--- src/rtl/ccds_pkg.sv ---
`default_nettype none
// ----------------------------------------------------------------------------
// ccds_pkg
// Shared types, constants and helpers of the character class DFA step core.
// ----------------------------------------------------------------------------
package ccds_pkg;

	localparam int NUM_STATES      = 16;
	localparam int SLOTS_PER_STATE = 8;
	localparam int NUM_CLASSES     = 98;

	localparam int STATE_W = $clog2(NUM_STATES);
	localparam int SLOT_W  = $clog2(SLOTS_PER_STATE);
	localparam int CNT_W   = $clog2(SLOTS_PER_STATE + 1);
	localparam int CLASS_W = $clog2(NUM_CLASSES);
	localparam int CADDR_W = STATE_W + CLASS_W;

	localparam logic [CLASS_W-1:0] CLASS_CR = CLASS_W'(NUM_CLASSES - 2);
	localparam logic [CLASS_W-1:0] CLASS_LF = CLASS_W'(NUM_CLASSES - 1);

	localparam logic [7:0] CHAR_SPACE = 8'd32;
	localparam logic [7:0] CHAR_DEL   = 8'd127;
	localparam logic [7:0] CHAR_CR    = 8'd13;
	localparam logic [7:0] CHAR_LF    = 8'd10;

	// Operation codes carried in s_tuser.
	localparam logic [2:0] OP_BYTE    = 3'd0;
	localparam logic [2:0] OP_FORCE   = 3'd1;
	localparam logic [2:0] OP_WCLASS  = 3'd2;
	localparam logic [2:0] OP_WTARGET = 3'd3;
	localparam logic [2:0] OP_WCOUNT  = 3'd4;
	localparam logic [2:0] OP_RESTART = 3'd5;

	// Result status codes carried in m_tuser.
	localparam logic [1:0] ST_MATCH   = 2'd0;
	localparam logic [1:0] ST_NOMATCH = 2'd1;
	localparam logic [1:0] ST_INVALID = 2'd2;
	localparam logic [1:0] ST_DONE    = 2'd3;

	// Configuration register indexes (byte address / 4).
	localparam logic [1:0] REG_START = 2'd0;
	localparam logic [1:0] REG_ERROR = 2'd1;
	localparam logic [1:0] REG_FINAL = 2'd2;

	typedef enum logic {
		FSM_IDLE,
		FSM_EXEC
	} fsm_t;

	typedef logic [SLOTS_PER_STATE-1:0][STATE_W-1:0] tgt_row_t;

	typedef struct packed {
		logic                       en;
		logic [CADDR_W-1:0]         addr;
		logic [SLOTS_PER_STATE-1:0] data;
	} cmem_wr_t;

	typedef struct packed {
		logic               en;
		logic [STATE_W-1:0] row;
		logic [SLOT_W-1:0]  slot;
		logic [STATE_W-1:0] data;
	} tmem_wr_t;

	typedef struct packed {
		logic               valid;
		logic [CLASS_W-1:0] cls;
	} class_t;

	// Bytes from space to DEL map to classes from zero up, then CR and LF.
	function automatic class_t byte_class(input logic [7:0] b);
		class_t r;
		r.valid = 1'b1;
		r.cls   = '0;
		if (b >= CHAR_SPACE && b <= CHAR_DEL) begin
			r.cls = CLASS_W'(b - CHAR_SPACE);
		end else if (b == CHAR_CR) begin
			r.cls = CLASS_CR;
		end else if (b == CHAR_LF) begin
			r.cls = CLASS_LF;
		end else begin
			r.valid = 1'b0;
		end
		return r;
	endfunction

endpackage
`default_nettype wire

--- src/rtl/ccds_tgt_mem.sv ---
`default_nettype none
// ----------------------------------------------------------------------------
// ccds_tgt_mem
// Slot target memory: one row of slot targets per state, written one slot
// at a time and read a whole row at a time.
// ----------------------------------------------------------------------------
module ccds_tgt_mem (
	input  wire logic                         clk,
	input  wire ccds_pkg::tmem_wr_t           wr,
	input  wire logic                         rd_en,
	input  wire logic [ccds_pkg::STATE_W-1:0] rd_row,
	output ccds_pkg::tgt_row_t                rd_data
);
	import ccds_pkg::*;

	tgt_row_t mem [NUM_STATES];

	always_ff @(posedge clk) begin
		if (wr.en) begin
			mem[wr.row][wr.slot] <= wr.data;
		end
	end

	always_ff @(posedge clk) begin
		if (rd_en) begin
			rd_data <= mem[rd_row];
		end
	end

endmodule
`default_nettype wire
--- config.mk ---
export PLATFORM = sky130hd
export DESIGN_NAME = ccds_tgt_mem
export DESIGN_NICKNAME = d
export VERILOG_FILES = /design/src/rtl/ccds_pkg.sv /design/src/rtl/ccds_tgt_mem.sv
export SDC_FILE = /design/constraint.sdc
export NUM_CORES = 1
export LEC_CHECK = 0
export ABC_AREA = 1
export BUFFER_PORTS_ARGS = -buffer_cell sky130_fd_sc_hd__buf_2
export CORE_MARGIN = 10
export CORE_UTILIZATION = 49
export CTS_CLUSTER_SIZE = 16
export DETAILED_ROUTE_END_ITERATION = 10
export PLACE_DENSITY_LB_ADDON = 0.2
export SETUP_SLACK_MARGIN = 0.3
export SYNTH_ARGS = -nofsm -noshare
export SYNTH_HDL_FRONTEND = slang
export SYNTH_SLANG_ARGS = --single-unit
--- constraint.sdc ---
create_clock -name clk -period 3.8 [get_ports clk]
set_input_delay 0.76 -clock clk [delete_from_list [all_inputs] [get_ports clk]]
set_output_delay 0.76 -clock clk [all_outputs]
set_load 0.01 [all_outputs]
==> results of run 1 <==
==> registers in the layout (all words and copies together) (netlist names) <==
name / cells
mem: 512
rd_data: 32
==> power by group <==
part,internal (mW),switching (mW)
registers,6.66,0.0230
clock network,3.00,2.21
logic,0.180,0.538
==> metal layers <==
layer | GRT usage (%) | vias to the layer above | share of wire [%]
li1 | - | 7373 | -
met1 | 27.4 | 7403 | 44
met2 | 33.1 | 523 | 47
met3 | 2.97 | 86 | 6.9
met4 | 5.87 | 0 | 2.1
met5 | 0 | - | 0
==> through the flow <==
step / area, µm² / utilization, %
after global placement: 24200 / 50.7
final: 25900 / 54.3
after detailed placement: 24200 / 50.7
after global routing: 25900 / 54.3
after floorplan: 23600 / -
after CTS: 25900 / 54.3
==> placed cells by master, fill, tap and decap left out <==
master / synthesis / layout
buf_12: 1 / 7
clkinv_2: 0 / 9
clkbuf_1: 19 / 16
bufinv_16: 0 / 4
edfxtp_1: 544 / 544
nand2_1: 700 / 700
diode_2: 0 / 1
nor2_1: 138 / 138
inv_4: 0 / 1
clkbuf_16: 0 / 57
clkinv_1: 0 / 11
buf_4: 11 / 16
inv_6: 1 / 3
buf_6: 26 / 3
nand3_1: 384 / 384
clkbuf_8: 0 / 1
buf_2: 42 / 43
inv_2: 1 / 1
inv_1: 397 / 396
==> cells by family (layout without fill, tap and decap cells) <==
| family | Yosys count | in the layout | synth area share, % |
|---|---|---|---|
| flip-flops | 544 | 544 | 69.1 |
| buffers and inverters | 512 | 568 | 9.49 |
| AND/OR/NAND/NOR | 1222 | 1222 | 21.4 |
| other | 0 | 1 | 0 |
==> critical path, stage by stage <==
cell and delay [ns]:
buf_4 0.53, inv_4 0.41, buf_12 0.30, nand3_1 0.11, nand3_1 0.13, nand3_1 0.21, nand2_1 0.06
==> final timing paths <==
check                   start           to  cells after the start
setup reg to reg   mem[14][5]   rd_data[5]                      6
hold / removal          wr[3]  mem[14][15]                      1
setup / recovery    rd_row[1]   rd_data[5]                      7
hold reg to reg   mem[12][13]  rd_data[13]                      6
==> final cells by class <==
type,count,area [µm²]
multi-input combinational,1222,5070
fill,4238,21800
timing repair buffer,70,523
clock inverter,26,224
tap,615,769
sequential,544,16300
clock buffer,73,1490
antenna,1,2.50
inverter,399,1510
==> results.yml, run 1 <==
drt:
  vias_per_cell: 5.22
  antenna_left: 0
  vias: 15400
  wire_per_inst_um: 19.4
  drt_first_pass_iters: 5
  remaining_drc_errors: 0
  wirelength_um: 57200
  first_iter_violations: 1557
grt:
  antenna_found_initial: 0
  grt_max_degree: 136
  grt_pass1_vias: 15400
  grt_pass1_wl_um: 88200
  grt_use_total_pct: 20.2
  overflow: 0
logic_synthesis:
  synth.distinct_cells: 14
  ys_async_sr_fraction_pct: 0
  post_synth_instance_area_um2: 23600
  ys_top_cells_by_count: "nand2_1, edfxtp_1, inv_1"
  syn_inst: 2278
  yosys_warnings: 0
  synth_area_leaders: "edfxtp_1, nand2_1, nand3_1"
  yosys_register_bits: 544
  synth_most_common_cell: "nand2_1"
  ys_seq_area_share_pct: 69.1
  syn_avg_cell_area_um2: 10.4
  synth_top_area_cell: "edfxtp_1"
  synth_edf_count: 544
  yosysTopAreaCellShare_pct: 69.1
  synth_flop_cell: "edfxtp_1"
  syn_nets: 2296
clock_network:
  path_clk_slew_ns: 0.06
  clkSinkCount: 544
  cts_root_buf: "clkbuf_16"
  cts_setup_buffers: 0
  ctsHtreeMaxLevel: 2
  cts_resized: 0
  holdBufCountCts: 0
  clock_path_buffers: 3
  cts_tree: "built"
  insertion_delay_ns: 0.62
  cts_buffers: 56
timing:
  fin_skew_ns: 0.0237
  tightest_slew_ns: 1.13
  period_share_pct: 58.1
  hold_slack_ns: 0.671
  setup_viol: 0
  hold_viol: 0
  fmax_mhz: 453
  slew_violations: 0
  fin_crit_ns: 2.21
  maxSlewHeadroom_pct: 24.5
  setup_tns_ns: 0
  rsz0062_at_grt: "no"
  layout_setup_ws_ns: 1.59
placement:
  routabilityCongestion: 0.824
  dpl.cell_count: 2850
  io_buffers: 49
  dp_hpwl_um: 32100
  dp_slack_ns: 0.973
layout:
  drive_gt1_share_pct: 6.21
  syn2layout_area_growth_pct: 9.59
  fin_cells: 2950
  nNetsFinal: 2311
setup_path:
  critPathRequiredTime_ns: 4.16
  path_max_fanout: 54
  critPathLaunchType: "input port"
  regToRegSetupSlack_ns: 2.59
  crit_arrival_ns: 2.57
  end_kind: "register"
  path_class: "input port to register"
floorplan:
  ioPinCount: 50
  rows: 80
  die_area_um2: 57400
  fp.dieH_um: 240
  die_x_um: 240
  core_um2: 47700
  initial_core_util_pct: 49.5
min_path:
  worstHoldPathType: "input port to register"
power_and_ir_drop:
  power_density_nw_per_um2: 487
  p_leak_nw: 10.8
  ir_worst_vdd_mv: 0.324
  totalPowerFinal_mw: 12.6
job:
  drv_cap: 0
run_status:
  outcome: "completed"
Power figures use the tool's default switching activity.
==> run 2: changes to the inputs <==
==> constraint.sdc (replaced) <==
create_clock -name clk -period 1.8 [get_ports clk]
set_input_delay 0.36 -clock clk [delete_from_list [all_inputs] [get_ports clk]]
set_output_delay 0.36 -clock clk [all_outputs]
set_load 0.01 [all_outputs]
==> run 2 against run 1 <==
Compared with the run above:
- first-iteration DRC count rose by 1.7%
- non-clock buffer count rose by 100
- combinational power grew 140%
- clock skew fell by 0.0030 ns
- highest routed layer unchanged
- register-to-register slack worse by 1.9 ns
- via count is 2.6% higher
==> results.yml, run 2 (synthesis results as in run 1) <==
timing:
  period_share_pct: 87.5
  setup_viol: 0
  fin_crit_ns: 1.58
  fin_skew_ns: 0.0207
  rsz0062_at_grt: "yes"
  tightest_slew_ns: 0.508
  layout_setup_ws_ns: 0.225
  maxSlewHeadroom_pct: 66.2
  slew_violations: 0
  setup_tns_ns: 0
  hold_slack_ns: 0.162
  hold_viol: 0
  fmax_mhz: 635
setup_path:
  critPathRequiredTime_ns: 1.44
  slowest_stage: "edfxtp_1"
  path_max_fanout: 1
  critPathLaunchType: "register"
  slowest_delay_ns: 0.43
  end_kind: "primary output"
  crit_arrival_ns: 1.22
  path_buf_inv: 1
  crit_family: "flip-flops"
  path_class: "register to primary output"
  path_cells: "buf_2"
placement:
  io_buffers: 49
  dp_hpwl_um: 36300
  routabilityCongestion: 0.824
  dpl.cell_count: 2950
  place_area_um2: 25300
  dp_slack_ns: -0.0676
grt:
  grt_pass1_wl_um: 90000
  grt_pass1_vias: 15500
  grt_use_total_pct: 20.6
  antenna_found_initial: 0
  grt_max_degree: 83
  overflow: 0
drt:
  wirelength_um: 58300
  antenna_left: 0
  drt_first_pass_iters: 5
  vias_per_cell: 5.19
  remaining_drc_errors: 0
  vias: 15800
  first_iter_violations: 1584
  wire_per_inst_um: 19.1
layout:
  fin_cells: 3043
  largestRegisters: "mem: 512 flops, rd_data: 32 flops"
  top_register: "mem"
  n_antenna_cell: 0
  largest_reg_flops: 512
  fin_area_um2: 27000
  nNetsFinal: 2410
  final_common_cell: "nand2_1"
  final_cell_mix: "nand2_1, edfxtp_1, inv_1"
  syn2layout_area_growth_pct: 14.1
  fin_util_pct: 56.5
  drive_gt1_share_pct: 10.1
clock_network:
  cts_tree: "built"
  cts_buffers: 55
  ctsHtreeMaxLevel: 2
  clock_path_buffers: 3
  path_clk_slew_ns: 0.06
  cts_root_buf: "clkbuf_16"
  clkSinkCount: 544
  insertion_delay_ns: 0.61
floorplan:
  ioPinCount: 50
  die_x_um: 240
  initial_core_util_pct: 49.5
  core_um2: 47700
  fp.dieH_um: 240
  rows: 80
  die_area_um2: 57400
power_and_ir_drop:
  p_leak_nw: 11.4
  power_density_nw_per_um2: 979
  totalPowerFinal_mw: 26.4
  ir_worst_vdd_mv: 0.752
min_path:
  worstHoldPathType: "input port to register"
run_status:
  outcome: "completed"
job:
  drv_cap: 0
==> run 2: changes by cell type in the layout (fill, tap and decap cells not counted), sizes merged, moves of 2 or more <==
| cell | previous run | this run |
|---|---|---|
| bufinv | 4 | 2 |
| buf | 69 | 169 |
| clkinv | 20 | 24 |
| clkbuf | 74 | 66 |
==> run 2: worst paths after layout <==
check	from	end	slack, ns	cells past startpoint
max	rd_data[16]	rd_data[16]	0.22	1
min	wr[3]	mem[2][19]	0.16	1
max reg2reg	mem[7][18]	rd_data[18]	0.64	6
min reg2reg	mem[10][26]	rd_data[26]	0.74	6
==> run 2: layout make-up <==
type	count	area (µm²)
clock inverter	28	198
tap	615	769
fill	4102	20800
multi-input combinational	1222	5070
clock buffer	65	1440
timing repair buffer	170	1680
sequential	544	16300
inverter	399	1510
==> run 2: metal layers <==
metal  vias up  share of wire, %  GRT usage [%]
li1       7570                 -              -
met1      7589                43           27.7
met2       525                48           33.4
met3       106               6.9           3.15
met4         0               2.7           7.14
met5         -                 0              0
==> run 2: where the power goes <==
group | switching (mW) | internal [mW]
registers | 0.0373 | 14.1
logic | 1.18 | 0.547
clock network | 4.68 | 5.92
total | 5.90 | 20.5
==> run 2: repair_timing <==
action                     4_1_cts  5_1_grt
buffers inserted                 0        0
setup endpoints to repair       30       32
gates resized for setup          5        4
hold buffers                     0        0
gates cloned                     0        0
